--- src/hw/rtl/utd_pkg.sv ---
package utd_pkg;

    // pipeline depth: one stage per register rank, last stage is the output register
    localparam int N_STAGES = 5;

    typedef logic [N_STAGES-1:0] stage_en_t;

    // daylight rule codes
    typedef enum logic [2:0] {
        RULE_OFF = 3'd0,
        RULE_US  = 3'd1,
        RULE_EU  = 3'd2,
        RULE_AU  = 3'd3,
        RULE_NZ  = 3'd4
    } dst_rule_t;

    // daylight status codes
    localparam logic [2:0] ST_NO       = 3'd0;
    localparam logic [2:0] ST_YES      = 3'd1;
    localparam logic [2:0] ST_BEGINS   = 3'd2;
    localparam logic [2:0] ST_ENDS     = 3'd3;
    localparam logic [2:0] ST_BADMONTH = 3'd4;

    // configuration register indexes
    localparam logic CFG_TZ_OFFSET = 1'b0;
    localparam logic CFG_DST_RULE  = 1'b1;

    localparam logic signed [4:0] TZ_RESET = -5'sd8;

    // x/25 == (x*1311) >> 15 for x up to 1123
    localparam logic [10:0] RECIP_25 = 11'd1311;
    localparam int          RECIP_SH = 15;

    localparam logic [3:0] MON_MARCH     = 4'd3;
    localparam logic [3:0] MON_APRIL     = 4'd4;
    localparam logic [3:0] MON_SEPTEMBER = 4'd9;
    localparam logic [3:0] MON_OCTOBER   = 4'd10;
    localparam logic [3:0] MON_NOVEMBER  = 4'd11;
    localparam logic [3:0] MON_DECEMBER  = 4'd12;

    // per-month weekday shift for the Sunday calculation
    function automatic logic [2:0] mon_shift(input logic [3:0] mo);
        logic [2:0] r;
        case (mo)
            4'd1:    r = 3'd0;
            4'd2:    r = 3'd3;
            4'd3:    r = 3'd2;
            4'd4:    r = 3'd5;
            4'd5:    r = 3'd0;
            4'd6:    r = 3'd3;
            4'd7:    r = 3'd5;
            4'd8:    r = 3'd1;
            4'd9:    r = 3'd4;
            4'd10:   r = 3'd6;
            4'd11:   r = 3'd2;
            4'd12:   r = 3'd4;
            default: r = 3'd0;
        endcase
        return r;
    endfunction

endpackage

--- src/hw/rtl/utc_to_local_dst_time_top.sv ---
// UTC to local time converter. Each input beat is the UTC time stamp of the current
// second; the output beat is the local time of the following second, with the
// standard offset (tz_offset, register 0) and the daylight rule (dst_rule, register 1:
// off, US, EU, AU, NZ) applied, plus the daylight status and the half-hour leap check
// flag. A beat can be taken every clock cycle unless back-pressure has filled the
// 5-stage pipeline whose longest step is the reciprocal multiply for the century terms
// of the weekday calculation. Each stage stalls only when it is full and the one after
// it is blocked, so a stalled output does not stop the input while bubbles remain.
// Write configuration only while the pipeline is empty.
module utc_to_local_dst_time_top
    import utd_pkg::*;
(
    input  logic        clk,
    input  logic        rst_n,
    input  logic        cfg_we,
    input  logic        cfg_index,
    input  logic [4:0]  cfg_data,
    input  logic        s_axis_tvalid,
    output logic        s_axis_tready,
    // [4:0] utc_hour, [10:5] utc_minute, [16:11] utc_second, [21:17] utc_day,
    // [25:22] utc_month, [37:26] utc_year, [39:38] zero
    input  logic [39:0] s_axis_tdata,
    output logic        m_axis_tvalid,
    input  logic        m_axis_tready,
    // [4:0] local_hour, [10:5] local_minute, [16:11] local_second,
    // [19:17] dst_status, [20] leap_check, [23:21] zero
    output logic [23:0] m_axis_tdata
);

    logic signed [4:0] tz_offset_reg;
    logic [2:0]        dst_rule_reg;

    logic [N_STAGES-1:0] valid_reg, valid_next;
    logic [N_STAGES:0]   ready;
    stage_en_t           en;

    logic [4:0]        hour_std;
    logic [5:0]        minute, second;
    logic              leap_mid;
    logic signed [6:0] day_adj;
    logic [3:0]        month;
    logic [2:0]        first_sun;
    logic [4:0]        last_sun;

    logic [4:0] local_hour;
    logic [5:0] local_minute, local_second;
    logic [2:0] dst_status;
    logic       leap_check;

    always_ff @(posedge clk or negedge rst_n)
    begin
        if (!rst_n)
        begin
            tz_offset_reg <= TZ_RESET;
            dst_rule_reg  <= RULE_US;
        end
        else if (cfg_we)
        begin
            case (cfg_index)
                CFG_TZ_OFFSET: tz_offset_reg <= $signed(cfg_data);
                CFG_DST_RULE:  dst_rule_reg  <= cfg_data[2:0];
                default:       ;
            endcase
        end
    end

    // stage k loads when it is empty or its contents move on
    always_comb
    begin
        ready[N_STAGES] = m_axis_tready;
        for (int k = N_STAGES - 1; k >= 0; k--)
            ready[k] = !valid_reg[k] || ready[k+1];
        for (int k = 0; k < N_STAGES; k++)
        begin
            if (k == 0)
                en[k] = ready[k] && s_axis_tvalid;
            else
                en[k] = ready[k] && valid_reg[k-1];
            valid_next[k] = ready[k] ? ((k == 0) ? s_axis_tvalid : valid_reg[k-1])
                                     : valid_reg[k];
        end
    end

    always_ff @(posedge clk or negedge rst_n)
    begin
        if (!rst_n)
            valid_reg <= '0;
        else
            valid_reg <= valid_next;
    end

    assign s_axis_tready = ready[0];
    assign m_axis_tvalid = valid_reg[N_STAGES-1];

    utd_clock u_clock (
        .clk        (clk),
        .en         (en),
        .tz         (tz_offset_reg),
        .utc_hour   (s_axis_tdata[4:0]),
        .utc_minute (s_axis_tdata[10:5]),
        .utc_second (s_axis_tdata[16:11]),
        .utc_day    (s_axis_tdata[21:17]),
        .hour_std   (hour_std),
        .minute     (minute),
        .second     (second),
        .leap_check (leap_mid),
        .day_adj    (day_adj)
    );

    utd_cal u_cal (
        .clk       (clk),
        .en        (en),
        .utc_month (s_axis_tdata[25:22]),
        .utc_year  (s_axis_tdata[37:26]),
        .month     (month),
        .first_sun (first_sun),
        .last_sun  (last_sun)
    );

    utd_dst u_dst (
        .clk          (clk),
        .en           (en[N_STAGES-1]),
        .rule         (dst_rule_reg),
        .hour_std     (hour_std),
        .minute       (minute),
        .second       (second),
        .leap_check   (leap_mid),
        .day_adj      (day_adj),
        .month        (month),
        .first_sun    (first_sun),
        .last_sun     (last_sun),
        .local_hour   (local_hour),
        .local_minute (local_minute),
        .local_second (local_second),
        .dst_status   (dst_status),
        .local_leap   (leap_check)
    );

    assign m_axis_tdata = {3'd0, leap_check, dst_status, local_second, local_minute, local_hour};

endmodule

--- src/hw/rtl/utd_clock.sv ---
module utd_clock
    import utd_pkg::*;
(
    input  logic               clk,
    input  stage_en_t          en,
    input  logic signed [4:0]  tz,
    input  logic [4:0]         utc_hour,
    input  logic [5:0]         utc_minute,
    input  logic [5:0]         utc_second,
    input  logic [4:0]         utc_day,
    output logic [4:0]         hour_std,
    output logic [5:0]         minute,
    output logic [5:0]         second,
    output logic               leap_check,
    output logic signed [6:0]  day_adj
);

    // stage 1
    logic signed [6:0] cur_sum;
    logic [6:0]        se_inc, mi_inc;
    logic [5:0]        hr_inc;
    logic              se_carry, mi_carry;
    logic signed [6:0] day_next;
    logic [5:0]        s1_se_reg, s1_mi_reg;
    logic [4:0]        s1_hr_reg;
    logic signed [6:0] s1_day_reg;

    // stage 2
    logic signed [6:0] std_sum;
    logic [4:0]        hr_std_next;
    logic [4:0]        s2_hr_reg, s3_hr_reg, s4_hr_reg;
    logic [5:0]        s2_mi_reg, s3_mi_reg, s4_mi_reg;
    logic [5:0]        s2_se_reg, s3_se_reg, s4_se_reg;
    logic              s2_leap_reg, s3_leap_reg, s4_leap_reg;
    logic signed [6:0] s2_day_reg, s3_day_reg, s4_day_reg;

    always_comb
    begin
        // local standard date follows the UTC hour of the current second
        cur_sum  = $signed({2'b00, utc_hour}) + 7'(tz);
        day_next = $signed({2'b00, utc_day});
        if (cur_sum < 0)
            day_next = day_next - 7'sd1;
        else if (cur_sum > 7'sd23)
            day_next = day_next + 7'sd1;

        se_inc   = {1'b0, utc_second} + 7'd1;
        se_carry = (se_inc >= 7'd60);
        mi_inc   = {1'b0, utc_minute} + {6'd0, se_carry};
        mi_carry = (mi_inc >= 7'd60);
        hr_inc   = {1'b0, utc_hour} + {5'd0, mi_carry};
    end

    always_ff @(posedge clk)
    begin
        if (en[0])
        begin
            s1_se_reg  <= se_carry ? 6'd0 : se_inc[5:0];
            s1_mi_reg  <= mi_carry ? 6'd0 : mi_inc[5:0];
            s1_hr_reg  <= (hr_inc >= 6'd24) ? 5'd0 : hr_inc[4:0];
            s1_day_reg <= day_next;
        end
    end

    always_comb
    begin
        std_sum = $signed({2'b00, s1_hr_reg}) + 7'(tz);
        if (std_sum < 0)
            hr_std_next = 5'(std_sum + 7'sd24);
        else if (std_sum >= 7'sd24)
            hr_std_next = 5'(std_sum - 7'sd24);
        else
            hr_std_next = std_sum[4:0];
    end

    always_ff @(posedge clk)
    begin
        if (en[1])
        begin
            s2_hr_reg   <= hr_std_next;
            s2_mi_reg   <= s1_mi_reg;
            s2_se_reg   <= s1_se_reg;
            s2_leap_reg <= (s1_mi_reg == 6'd30) && (s1_se_reg == 6'd0);
            s2_day_reg  <= s1_day_reg;
        end
        if (en[2])
        begin
            s3_hr_reg   <= s2_hr_reg;
            s3_mi_reg   <= s2_mi_reg;
            s3_se_reg   <= s2_se_reg;
            s3_leap_reg <= s2_leap_reg;
            s3_day_reg  <= s2_day_reg;
        end
        if (en[3])
        begin
            s4_hr_reg   <= s3_hr_reg;
            s4_mi_reg   <= s3_mi_reg;
            s4_se_reg   <= s3_se_reg;
            s4_leap_reg <= s3_leap_reg;
            s4_day_reg  <= s3_day_reg;
        end
    end

    assign hour_std   = s4_hr_reg;
    assign minute     = s4_mi_reg;
    assign second     = s4_se_reg;
    assign leap_check = s4_leap_reg;
    assign day_adj    = s4_day_reg;

endmodule

--- src/hw/rtl/utd_cal.sv ---
module utd_cal
    import utd_pkg::*;
(
    input  logic        clk,
    input  stage_en_t   en,
    input  logic [3:0]  utc_month,
    input  logic [11:0] utc_year,
    output logic [3:0]  month,
    output logic [2:0]  first_sun,
    output logic [4:0]  last_sun
);

    logic [12:0] y_next;
    logic [12:0] s1_y_reg;
    logic [3:0]  s1_mo_reg;

    logic [21:0] p100;
    logic [19:0] p400;
    logic [12:0] s2_y_reg;
    logic [5:0]  s2_q100_reg;
    logic [3:0]  s2_q400_reg;
    logic [3:0]  s2_mo_reg;

    logic [13:0] day_sum;
    logic [12:0] s3_sum_reg;
    logic [3:0]  s3_mo_reg;

    logic [4:0]  fold1;
    logic [3:0]  fold2;
    logic [2:0]  dow;
    logic [2:0]  fd;
    logic [4:0]  ls31, ls30;
    logic [2:0]  s4_fd_reg;
    logic [4:0]  s4_ls_reg;
    logic [3:0]  s4_mo_reg;

    // stage 1: shifted year, January and February count with the year before
    assign y_next = 13'(utc_year) + 13'd400 - {12'd0, (utc_month < MON_MARCH)};

    always_ff @(posedge clk)
    begin
        if (en[0])
        begin
            s1_y_reg  <= y_next;
            s1_mo_reg <= utc_month;
        end
    end

    // stage 2: century terms by reciprocal multiply
    assign p100 = {11'd0, s1_y_reg[12:2]} * {11'd0, RECIP_25};
    assign p400 = {11'd0, s1_y_reg[12:4]} * {9'd0, RECIP_25};

    always_ff @(posedge clk)
    begin
        if (en[1])
        begin
            s2_y_reg    <= s1_y_reg;
            s2_q100_reg <= p100[RECIP_SH+5:RECIP_SH];
            s2_q400_reg <= p400[RECIP_SH+3:RECIP_SH];
            s2_mo_reg   <= s1_mo_reg;
        end
    end

    // stage 3: weekday sum
    assign day_sum = {1'b0, s2_y_reg} + {3'd0, s2_y_reg[12:2]} - {8'd0, s2_q100_reg}
                   + {10'd0, s2_q400_reg} + {11'd0, mon_shift(s2_mo_reg)} + 14'd1;

    always_ff @(posedge clk)
    begin
        if (en[2])
        begin
            s3_sum_reg <= day_sum[12:0];
            s3_mo_reg  <= s2_mo_reg;
        end
    end

    // stage 4: mod 7 by folding octal digits (8 == 1 mod 7), then Sundays
    always_comb
    begin
        fold1 = {2'd0, s3_sum_reg[2:0]} + {2'd0, s3_sum_reg[5:3]} + {2'd0, s3_sum_reg[8:6]}
              + {2'd0, s3_sum_reg[11:9]} + {4'd0, s3_sum_reg[12]};
        fold2 = {1'b0, fold1[2:0]} + {2'd0, fold1[4:3]};
        dow   = (fold2 >= 4'd7) ? 3'(fold2 - 4'd7) : fold2[2:0];
        fd    = (dow == 3'd0) ? 3'd1 : 3'(4'd8 - {1'b0, dow});
        ls31  = (fd <= 3'd3) ? {2'd0, fd} + 5'd28 : {2'd0, fd} + 5'd21;
        ls30  = (fd <= 3'd2) ? {2'd0, fd} + 5'd28 : {2'd0, fd} + 5'd21;
    end

    always_ff @(posedge clk)
    begin
        if (en[3])
        begin
            s4_fd_reg <= fd;
            s4_ls_reg <= (s3_mo_reg == MON_SEPTEMBER) ? ls30 : ls31;
            s4_mo_reg <= s3_mo_reg;
        end
    end

    assign month     = s4_mo_reg;
    assign first_sun = s4_fd_reg;
    assign last_sun  = s4_ls_reg;

endmodule

--- src/hw/rtl/utd_dst.sv ---
module utd_dst
    import utd_pkg::*;
(
    input  logic              clk,
    input  logic              en,
    input  logic [2:0]        rule,
    input  logic [4:0]        hour_std,
    input  logic [5:0]        minute,
    input  logic [5:0]        second,
    input  logic              leap_check,
    input  logic signed [6:0] day_adj,
    input  logic [3:0]        month,
    input  logic [2:0]        first_sun,
    input  logic [4:0]        last_sun,
    output logic [4:0]        local_hour,
    output logic [5:0]        local_minute,
    output logic [5:0]        local_second,
    output logic [2:0]        dst_status,
    output logic              local_leap
);

    logic [2:0]        st;
    logic [4:0]        cd;
    logic              on_month;
    logic [2:0]        st_before, st_on, st_after;
    logic signed [6:0] cd_s;
    logic [4:0]        dec;
    logic              add;
    logic [5:0]        hr_sum;

    logic [4:0] hr_reg;
    logic [5:0] mi_reg, se_reg;
    logic [2:0] st_reg;
    logic       leap_reg;

    always_comb
    begin
        st        = ST_NO;
        on_month  = 1'b0;
        cd        = {2'd0, first_sun};
        st_before = ST_NO;
        st_on     = ST_BEGINS;
        st_after  = ST_YES;
        case (rule)
            RULE_US:
            begin
                if (month == MON_MARCH)
                begin
                    on_month = 1'b1;
                    cd       = {2'd0, first_sun} + 5'd7;
                end
                else if (month == MON_NOVEMBER)
                begin
                    on_month  = 1'b1;
                    st_before = ST_YES;
                    st_on     = ST_ENDS;
                    st_after  = ST_NO;
                end
                else if (month > MON_MARCH && month < MON_NOVEMBER)
                    st = ST_YES;
            end
            RULE_EU:
            begin
                cd = last_sun;
                if (month == MON_MARCH)
                    on_month = 1'b1;
                else if (month == MON_OCTOBER)
                begin
                    on_month  = 1'b1;
                    st_before = ST_YES;
                    st_on     = ST_ENDS;
                    st_after  = ST_NO;
                end
                else if (month > MON_MARCH && month < MON_OCTOBER)
                    st = ST_YES;
            end
            RULE_AU, RULE_NZ:
            begin
                if (month == MON_APRIL)
                begin
                    on_month  = 1'b1;
                    st_before = ST_YES;
                    st_on     = ST_ENDS;
                    st_after  = ST_NO;
                end
                else if (rule == RULE_AU && month == MON_OCTOBER)
                    on_month = 1'b1;
                else if (rule == RULE_NZ && month == MON_SEPTEMBER)
                begin
                    on_month = 1'b1;
                    cd       = last_sun;
                end
                else if (month < MON_APRIL)
                    st = ST_YES;
                else if (rule == RULE_AU && month > MON_OCTOBER)
                    st = ST_YES;
                else if (rule == RULE_NZ && month > MON_SEPTEMBER)
                    st = ST_YES;
            end
            default:
            begin
                st = ST_NO;
            end
        endcase

        cd_s = $signed({2'b00, cd});
        if (on_month)
        begin
            if (day_adj < cd_s)
                st = st_before;
            else if (day_adj == cd_s)
                st = st_on;
            else
                st = st_after;
        end

        // month check comes after the rule-off check
        if ((rule == RULE_US || rule == RULE_EU || rule == RULE_AU || rule == RULE_NZ)
            && (month == 4'd0 || month > MON_DECEMBER))
            st = ST_BADMONTH;

        // change hour: 01:00 EU, 02:00 elsewhere
        dec = (rule == RULE_EU) ? 5'd1 : 5'd2;
        case (st)
            ST_YES:    add = 1'b1;
            ST_BEGINS: add = (hour_std >= dec);
            ST_ENDS:   add = !(hour_std >= dec - 5'd1);
            default:   add = 1'b0;
        endcase

        hr_sum = {1'b0, hour_std} + {5'd0, add};
    end

    always_ff @(posedge clk)
    begin
        if (en)
        begin
            hr_reg   <= (hr_sum >= 6'd24) ? 5'(hr_sum - 6'd24) : hr_sum[4:0];
            mi_reg   <= minute;
            se_reg   <= second;
            st_reg   <= st;
            leap_reg <= leap_check;
        end
    end

    assign local_hour   = hr_reg;
    assign local_minute = mi_reg;
    assign local_second = se_reg;
    assign dst_status   = st_reg;
    assign local_leap   = leap_reg;

endmodule

--- config.mk ---
export PLATFORM = sky130hd
export DESIGN_NAME = utc_to_local_dst_time_top
export DESIGN_NICKNAME = d
export VERILOG_FILES = /design/src/hw/rtl/utd_pkg.sv /design/src/hw/rtl/utc_to_local_dst_time_top.sv /design/src/hw/rtl/utd_clock.sv /design/src/hw/rtl/utd_cal.sv /design/src/hw/rtl/utd_dst.sv
export SDC_FILE = /design/constraint.sdc
export NUM_CORES = 1
export LEC_CHECK = 0
export BUFFER_PORTS_ARGS = -buffer_cell sky130_fd_sc_hd__buf_2
export CAP_MARGIN = 20
export CORE_ASPECT_RATIO = 0.7
export CORE_MARGIN = 1.5
export CORE_UTILIZATION = 50
export DETAILED_ROUTE_END_ITERATION = 6
export MAX_ROUTING_LAYER = met4
export PLACE_DENSITY = 0.79
export SLEW_MARGIN = 0
export SYNTH_ARGS = -nofsm -noshare
export SYNTH_HDL_FRONTEND = slang
export SYNTH_HIERARCHICAL = 1
export SYNTH_SLANG_ARGS = --single-unit
export TNS_END_PERCENT = 5
--- constraint.sdc ---
create_clock -name clk -period 5.6 [get_ports clk]
set_input_delay 1.12 -clock clk [delete_from_list [all_inputs] [get_ports clk]]
set_output_delay 1.12 -clock clk [all_outputs]
set_load 0.02 [all_outputs]
==> impl_metrics.toml, run 1 <==
[clock_tree]
worstSkewPairLatency_ns = 0.49
ctsHoldBuffers = 0
clock_sinks = 209
path_clk_slew_ns = 0.06
cts_max_path_buffers = 3
numCtsBuffers = 20
cts_root_buf = "clkbuf_16"
cts_tree = "done"
h-tree-depth = 1

[yosys]
synth_top_area_cell = "edfxtp_1"
synth_area_um2 = 14200
synth-seq-cells = 209
synth_cells = 1174
synth_ff_type = "edfxtp_1"
ys_async_sr_fraction_pct = 6.22
synth.area.top_cells = "edfxtp_1, ha_1, fa_1"
syn_area_per_cell_um2 = 12.1
ys_types = 82
yosysWarnings = 6
synth_edf_count = 193
synth_top_area_share_pct = 40.9
synth_seq_area_share_pct = 43.7

[detailed_routing]
post-route-drc-count = 0
vias = 8739
drtIter0Drc = 448
detail_route.wl_per_cell_um = 15.4
viasPerCell = 5.30
firstDrtPassIters = 5
ant_nets = 0
routed_wirelength_um = 25400

[global_routing]
grt_pass1_wl_um = 41800
grt_usage_pct = 18.4
use_met3_pct = 2.59
grt_max_degree = 51
grt_pass1_vias = 8665
grt_antenna_before_repair = 1
use_met1_pct = 24.1
grt_overflow_total = 0
gr-usage-met2_pct = 30.6
grt.busiest_layer = "met2"

[critical_path]
required_ns = 5.84
crit_chain = "inv_1 > fa_1 > inv_1 > fa_1 > ha_1 > inv_1 > fa_1 > xnor2_1 > ha_1 > fa_1 > ha_1 > a21oi_1 > o21ai_1 > xor2_1 > inv_1 > ha_1 > nor4b_1 > and3_1 > nand2_1 > mux2_2"
critPathLaunchType = "flop"
slowest_delay_ns = 0.54
critPathCaptureType = "flop"
reg2reg_slack_ns = 0.33
rr_worst_depth = 20
r2r-end = "u_cal/last_sun[2]"
crit_fanout = 5
cp.arrival_ns = 5.51
r2r_start = "u_cal/s3_sum_reg[1]"
path_class = "flop to flop"
cp_slowest_cell = "fa_1"

[job]
cap_violations = 0

[die]
fp.dieW_um = 204
die_area_um2 = 29300
num_io_pins = 77
initial_core_util_pct = 50.9
rows = 51
coreArea_um2 = 27800
fp.dieH_um = 144

[finish]
multiInputGateArea_um2 = 7050
nNetsFinal = 1592
drive_gt1_share_pct = 11.1
fin_cells = 1648
area_growth_pct = 10.7
final_cell_mix = "inv_1, ha_1, edfxtp_1, fa_1, buf_2"
regArea_um2 = 6180
final_area_um2 = 15700
fill_cells = 2254
final_common_cell = "inv_1"

[sta]
rsz0062_at_grt = "no"
fin_skew_ns = 0.0121
setup_viol = 0
max_freq_mhz = 190
period_share_pct = 94.1
fin_setup_tns_ns = 0
post-route-min-period_ns = 5.27
finalMaxSlewViolations = 0
final_hold_viol_count = 0
hold-worst-slack_ns = 0.414
slew_headroom_pct = 47.5
tightest_slew_ns = 0.785

[hold_path]
hold_end = "u_clock/hour_std[3]"
hp-class = "flop to flop"
hold_depth = 0
min-delay-start = "u_clock/s3_hr_reg[3]"

[placement]
placed_cells = 1610
placed_cell_area_um2 = 15000
gp_congestion = 0.856
dpl.hpwl_um = 19300
io_buffers = 71

[status]
outcome = "finished, final reports clean"
==> per-layer routing <==
metal  up-vias  wire, um
met5         -         0
met4         0       393
met3        37      1200
met2       216     12000
met1      4238     11700
li1       4248         -
==> layout make-up <==
cell class	instances	share of cell area [%]
clock buffer	28	3.52
tap	371	2.96
multi-input combinational	723	45.0
inverter	227	5.44
clock inverter	8	0.623
timing repair buffer	81	3.00
antenna	1	0.0160
sequential	209	39.5
==> worst max-delay path by stage <==
stage,from,slack (ns),cells past startpoint,end
finish,u_cal/s3_sum_reg[1],0.33,20,u_cal/last_sun[2]
floorplan,m_axis_tready,0.04,7,flop
global route,u_cal/s3_sum_reg[1],0.02,20,u_cal/last_sun[2]
global placement,u_cal/s3_sum_reg[1],0.42,19,u_cal/last_sun[2]
CTS,u_cal/s3_sum_reg[1],0.27,20,u_cal/last_sun[2]
detailed placement,u_cal/s3_sum_reg[1],0.30,20,u_cal/last_sun[2]
==> metrics by stage <==
step / setup slack, ns / util [%]
6_report: 0.328 / 56.3
5_1_grt: 0.0234 / 56.3
4_1_cts: 0.266 / 56.2
3_5_place_dp: 0.300 / 53.9
3_3_place_gp: 0.416 / 53.8
2_1_floorplan: 0.0425 / -
==> worst max-delay path: cells and delay by family (launching register included) <==
kind | cells | cell delay (ns)
flops | 1 | 0.32
compound gates | 2 | 0.30
buf+inv | 4 | 0.26
xor+xnor | 2 | 0.43
fa+ha+maj | 8 | 2.76
simple gates | 3 | 0.69
mux | 1 | 0.25
==> synthesized netlist by cell type (6+ instances only) <==
library cell,n
mux2_1,8
nand2_1,39
nand2b_1,9
nor3b_1,6
ha_1,200
nor2_1,48
inv_1,227
xnor2_1,30
nand3_1,19
a21o_1,13
fa_1,79
nor2b_1,11
a21oi_1,32
dfrtp_1,10
buf_4,6
o21ai_0,40
nor3_1,11
a211oi_1,8
xor2_1,24
a31oi_1,7
edfxtp_1,193
or3_1,6
nand4_1,7
o211ai_1,9
==> kinds of logic (layout without fill, tap and decap cells) <==
group | count (synthesis) | in the layout | share of synthesized area, %
compound gates | 173 | 173 | 8.49
xor+xnor | 54 | 54 | 3.34
fa+ha+maj | 279 | 279 | 28.8
buf+inv | 244 | 344 | 6.82
flops | 209 | 209 | 43.7
mux | 18 | 18 | 1.39
other cells | 2 | 5 | 0.0531
simple gates | 195 | 195 | 7.37
==> repair_timing <==
| action | in CTS | in global routing |
|---|---|---|
| endpoints found under the setup margin | 0 | 1 |
| buffers inserted | 0 | 0 |
| hold endpoints to repair | 0 | 0 |
| gates resized for setup | 0 | 1 |
Power of run 1 is not shown: default switching activity piles up to over one toggle a cycle in this logic, so the estimate is an artifact.
==> run 2, diff against run 1 <==
--- a/config.mk
+++ b/config.mk
@@ -9,10 +9,10 @@
 export CAP_MARGIN = 20
 export CORE_ASPECT_RATIO = 0.7
 export CORE_MARGIN = 1.5
-export CORE_UTILIZATION = 50
+export CORE_UTILIZATION = 35
 export DETAILED_ROUTE_END_ITERATION = 6
 export MAX_ROUTING_LAYER = met4
-export PLACE_DENSITY = 0.79
+export PLACE_DENSITY = 0.63
 export SLEW_MARGIN = 0
 export SYNTH_ARGS = -nofsm -noshare
 export SYNTH_HDL_FRONTEND = slang
==> run 2 against run 1 <==
  * Sequential share of layout area shrank 0.56 points
  * Hold slack gained 0.0029 ns
  * Maximum frequency grew 0.65%
  * Register-to-register slack gained 0.03 ns
  * Flip-flop and latch count is the same
  * Cell count grew 10%
  * Clock skew grew 0.00084 ns
  * Critical endpoint unchanged
==> impl_metrics.toml, run 2 (synthesis results as in run 1) <==
[critical_path]
slowest_delay_ns = 0.53
crit_chain = "inv_1 > fa_1 > inv_1 > fa_1 > ha_1 > inv_1 > fa_1 > xnor2_1 > ha_1 > fa_1 > ha_1 > a21oi_1 > o21ai_1 > xor2_1 > inv_1 > ha_1 > nor4b_2 > and3_1 > nand2_1 > mux2_2"
crit_start = "u_cal/s3_sum_reg[1]"
cp_num_buf_inv = 4
r2r_start = "u_cal/s3_sum_reg[1]"
cp.arrival_ns = 5.50
critPathLaunchType = "flop"
critPathCaptureType = "flop"
required_ns = 5.86
crit_family = "adder cells"
crit_fanout = 5
cp_slowest_cell = "fa_1"
path_class = "flop to flop"

[finish]
layout.core_utilization_pct = 40.0
regArea_um2 = 6180
area_growth_pct = 12.3
drive_gt1_share_pct = 11.6
nNetsFinal = 1597
final_common_cell = "inv_1"
final_cell_mix = "inv_1, ha_1, edfxtp_1, fa_1, buf_2"
multiInputGateArea_um2 = 7050
fill_cells = 3716

[placement]
dpl.hpwl_um = 20200
io_buffers = 71
gp_congestion = 0.807

[clock_tree]
cts_tree = "done"
path_clk_slew_ns = 0.07
clock_sinks = 209
h-tree-depth = 1
numCtsBuffers = 20
cts_max_path_buffers = 3
postCtsSetupBuffers = 0
cts_root_buf = "clkbuf_16"
worstSkewPairLatency_ns = 0.51

[sta]
fin_skew_ns = 0.0130
hold-worst-slack_ns = 0.417
rsz0062_at_grt = "no"
final_hold_viol_count = 0
finalMaxSlewViolations = 0
period_share_pct = 93.5
setup_viol = 0
max_freq_mhz = 191
tightest_slew_ns = 0.921
fin_setup_tns_ns = 0
slew_headroom_pct = 38.6
post-route-min-period_ns = 5.24

[detailed_routing]
firstDrtPassIters = 5
viasPerCell = 4.65
vias = 8462
drtIter0Drc = 465
detail_route.wl_per_cell_um = 13.8
post-route-drc-count = 0
routed_wirelength_um = 25100
ant_nets = 0

[hold_path]
hp-class = "flop to flop"
min-delay-start = "u_clock/minute[0]"

[global_routing]
grt_max_degree = 52
grt_pass1_vias = 8076
grt_usage_pct = 12.6
grt_pass1_wl_um = 41200
grt_overflow_total = 0
grt_antenna_before_repair = 0

[die]
die_area_um2 = 41700
initial_core_util_pct = 35.6
fp.dieW_um = 243
coreArea_um2 = 39800
num_io_pins = 77
fp.dieH_um = 171
rows = 61

[status]
outcome = "finished, final reports clean"

[job]
cap_violations = 0
[run 2: final cells by class]
cell class	count	share of cell area, %
Multi-Input combinational cell	723	44.4
Sequential cell	209	38.9
Inverter	227	5.36
Tap cell	535	4.21
Clock buffer	23	3.22
Timing Repair Buffer	86	3.02
Clock inverter	13	0.834
Antenna cell	4	0.0630
[run 2: worst reg2reg max path, cell delays in order (launching register included)]
cell	delay (ns)
edfxtp_1	0.34
inv_1	0.06
fa_1	0.53
inv_1	0.05
fa_1	0.51
ha_1	0.18
inv_1	0.06
fa_1	0.39
xnor2_1	0.15
ha_1	0.22
fa_1	0.51
ha_1	0.23
a21oi_1	0.09
o21ai_1	0.20
xor2_1	0.28
inv_1	0.11
ha_1	0.22
nor4b_2	0.31
and3_1	0.25
nand2_1	0.07
mux2_2	0.25
[run 2: layer usage]
metal  up-vias  wire, um  GRT usage (%)
met5         -         0              -
met4         0       287           1.86
met3        24      1060           1.54
met2       131     10100           18.0
met1      4045     13600           19.2
li1       4262         -              -
[run 2: what timing repair did]
item / CTS / global route
hold buffers: 0 / 0
endpoints found under the setup margin: 0 / 2
gates resized for setup: 0 / 2
[run 2: final timing paths]
path | depth (start not counted) | slack (ns) | to
max in group asynchronous | 1 | 4.82 | tz_offset_reg[3]
min in group asynchronous | 1 | 0.49 | tz_offset_reg[1]
worst max register to register | 20 | 0.36 | u_cal/last_sun[2]
worst max-delay path | 20 | 0.36 | u_cal/last_sun[2]
worst min-delay path | 0 | 0.42 | u_dst/local_minute[0]
worst min register to register | 0 | 0.42 | u_dst/local_minute[0]
[run 2: stage by stage]
stage / std cells / cell area (um2) / setup slack, ns
floorplan: 1176 / 14200 / 0.0425
global placement: 1779 / 15200 / 0.392
detailed placement: 1779 / 15200 / 0.214
CTS: 1815 / 15900 / 0.173
global route: 1816 / 15900 / 0.0717
finish: 1820 / 15900 / 0.362
Power of run 2 is left out for the same reason.
==> run 3, diff against run 2 <==
--- a/config.mk
+++ b/config.mk
@@ -7,10 +7,9 @@
 export LEC_CHECK = 0
 export BUFFER_PORTS_ARGS = -buffer_cell sky130_fd_sc_hd__buf_2
 export CAP_MARGIN = 20
-export CORE_ASPECT_RATIO = 0.7
-export CORE_MARGIN = 1.5
 export CORE_UTILIZATION = 35
 export DETAILED_ROUTE_END_ITERATION = 6
+export HOLD_SLACK_MARGIN = 0.1
 export MAX_ROUTING_LAYER = met4
 export PLACE_DENSITY = 0.63
 export SLEW_MARGIN = 0
==> run 3 against run 2 <==
  * Hold slack got worse by 0.0027 ns
  * Flip-flop and latch count unchanged
  * Sequential share of layout area decreased by 0.22 points
  * Die area decreased by 1.0%
  * Clock-buffer cell count increased by 12
  * Cell area increased by 0.57%
  * Via count increased by 0.83%
  * Setup slack improved by 0.0025 ns
  * Cell count decreased by 0.44%
  * Wire length decreased by 4.5%
  * Non-clock buffer count decreased by 4
  * Critical path depth unchanged
  * Critical path type unchanged
  * Critical endpoint unchanged
  * Largest cell class unchanged
  * Highest routed layer unchanged
==> impl_metrics.toml, run 3 (synthesis results as in run 1) <==
[hold_path]
min-delay-start = "u_clock/s3_day_reg[0]"
hold_end = "u_clock/day_adj[0]"
hp-class = "flop to flop"
hold_depth = 0

[sta]
fin_setup_tns_ns = 0
tightest_slew_ns = 0.902
slew_headroom_pct = 39.9
rsz0062_at_grt = "no"
post-route-min-period_ns = 5.24
max_freq_mhz = 191
finalMaxSlewViolations = 0
setup_viol = 0
hold-worst-slack_ns = 0.415
final_hold_viol_count = 0
fin_skew_ns = 0.0129
period_share_pct = 93.5

[finish]
final_cell_mix = "inv_1, ha_1, edfxtp_1, fa_1, buf_2"
area_growth_pct = 12.9
num_antenna_cells = 0
final_common_cell = "inv_1"
fill_cells = 3807
nNetsFinal = 1598
layout.core_utilization_pct = 40.1
drive_gt1_share_pct = 12.1

[die]
coreArea_um2 = 39800
initial_core_util_pct = 35.5
rows = 73
fp.dieH_um = 203
fp.dieW_um = 203
num_io_pins = 77
die_area_um2 = 41300

[critical_path]
critPathCaptureType = "flop"
crit_fanout = 5
crit_chain = "inv_1 > fa_1 > inv_1 > fa_1 > ha_1 > inv_1 > fa_1 > xnor2_1 > ha_1 > fa_1 > ha_1 > a21oi_1 > o21ai_0 > xor2_1 > inv_1 > ha_1 > nor4b_2 > and3_1 > nand2_1 > mux2_2"
slowest_delay_ns = 0.53
cp.arrival_ns = 5.52
reg2reg_slack_ns = 0.36
critPathLaunchType = "flop"
cp_slowest_cell = "fa_1"
path_class = "flop to flop"
rr_worst_depth = 20
r2r_start = "u_cal/s3_sum_reg[1]"
required_ns = 5.88
r2r-end = "u_cal/last_sun[2]"

[detailed_routing]
post-route-drc-count = 0
detail_route.wl_per_cell_um = 13.2
vias = 8532
viasPerCell = 4.71
ant_nets = 0
routed_wirelength_um = 23900
firstDrtPassIters = 4
drtIter0Drc = 305

[clock_tree]
h-tree-depth = 1
worstSkewPairLatency_ns = 0.54
numCtsBuffers = 25
path_clk_slew_ns = 0.06
cts_tree = "done"
clock_sinks = 209
cts_max_path_buffers = 3
ctsHoldBuffers = 0
cts_root_buf = "clkbuf_16"

[global_routing]
grt_pass1_vias = 8710
grt_usage_pct = 12.5
grt_antenna_before_repair = 0
grt_pass1_wl_um = 40800
grt_max_degree = 43
grt_overflow_total = 0

[job]
cap_violations = 0

[placement]
io_buffers = 71
dpl.hpwl_um = 18700
gp_congestion = 0.823

[status]
outcome = "finished, final reports clean"
==> run 3: changes by cell type in the layout (fill, tap and decap cells not counted), sizes merged <==
cell / change
clkinv: -3
buf: -4
clkbuf: +12
inv: +3
diode: -4
bufinv: -2
==> run 3: worst max-delay path by stage <==
| stage | start | to | slack (ns) |
|---|---|---|---|
| after floorplan | m_axis_tready | flop | 0.04 |
| after global placement | u_cal/s3_sum_reg[1] | u_cal/last_sun[2] | 0.41 |
| after detailed placement | u_cal/s3_sum_reg[1] | u_cal/last_sun[2] | 0.32 |
| after CTS | u_cal/s3_sum_reg[1] | u_cal/last_sun[2] | 0.29 |
| after global routing | u_cal/s3_sum_reg[1] | u_cal/last_sun[2] | 0.01 |
| final | u_cal/s3_sum_reg[1] | u_cal/last_sun[2] | 0.36 |
==> run 3: critical path: cells and delay by family, from the launching register on <==
| family | cells | cell delay (ns) |
|---|---|---|
| fa+ha+maj | 8 | 2.76 |
| simple gates | 3 | 0.59 |
| xor+xnor | 2 | 0.41 |
| compound gates | 2 | 0.37 |
| flops | 1 | 0.33 |
| buf+inv | 4 | 0.26 |
| mux | 1 | 0.25 |
==> run 3: final cells by class <==
class                   count  area [um2]  share of cell area (%)
multi-input cells         723        7050                    44.1
flip-flops and latches    209        6180                    38.7
inverters                 227         852                    5.33
clock buffers              35         704                    4.41
well taps                 525         657                    4.11
repair buffers             82         450                    2.82
clock inverters            11        83.8                   0.524
==> run 3: through the flow <==
stage | cell area (um2) | worst slack (ns) | std cells
6_report | 16000 | 0.365 | 1812
5_1_grt | 16000 | 0.0103 | 1812
4_1_cts | 16000 | 0.290 | 1811
3_5_place_dp | 15200 | 0.317 | 1765
3_3_place_gp | 15200 | 0.413 | 1765
2_1_floorplan | 14200 | 0.0425 | 1176
==> run 3: repair_timing <==
item	CTS	global route
buffers inserted	0	0
resized for setup	0	1
setup endpoints to repair	0	1
==> run 3: per-layer routing <==
layer  vias up  track usage [%]  part of all wire [%]
met5         -                -                     0
met4         0             3.03                   2.5
met3        34             2.09                   3.2
met2       116             21.0                    48
met1      4118             15.5                    47
li1       4264                -                     -
Power of run 3 is left out for the same reason.
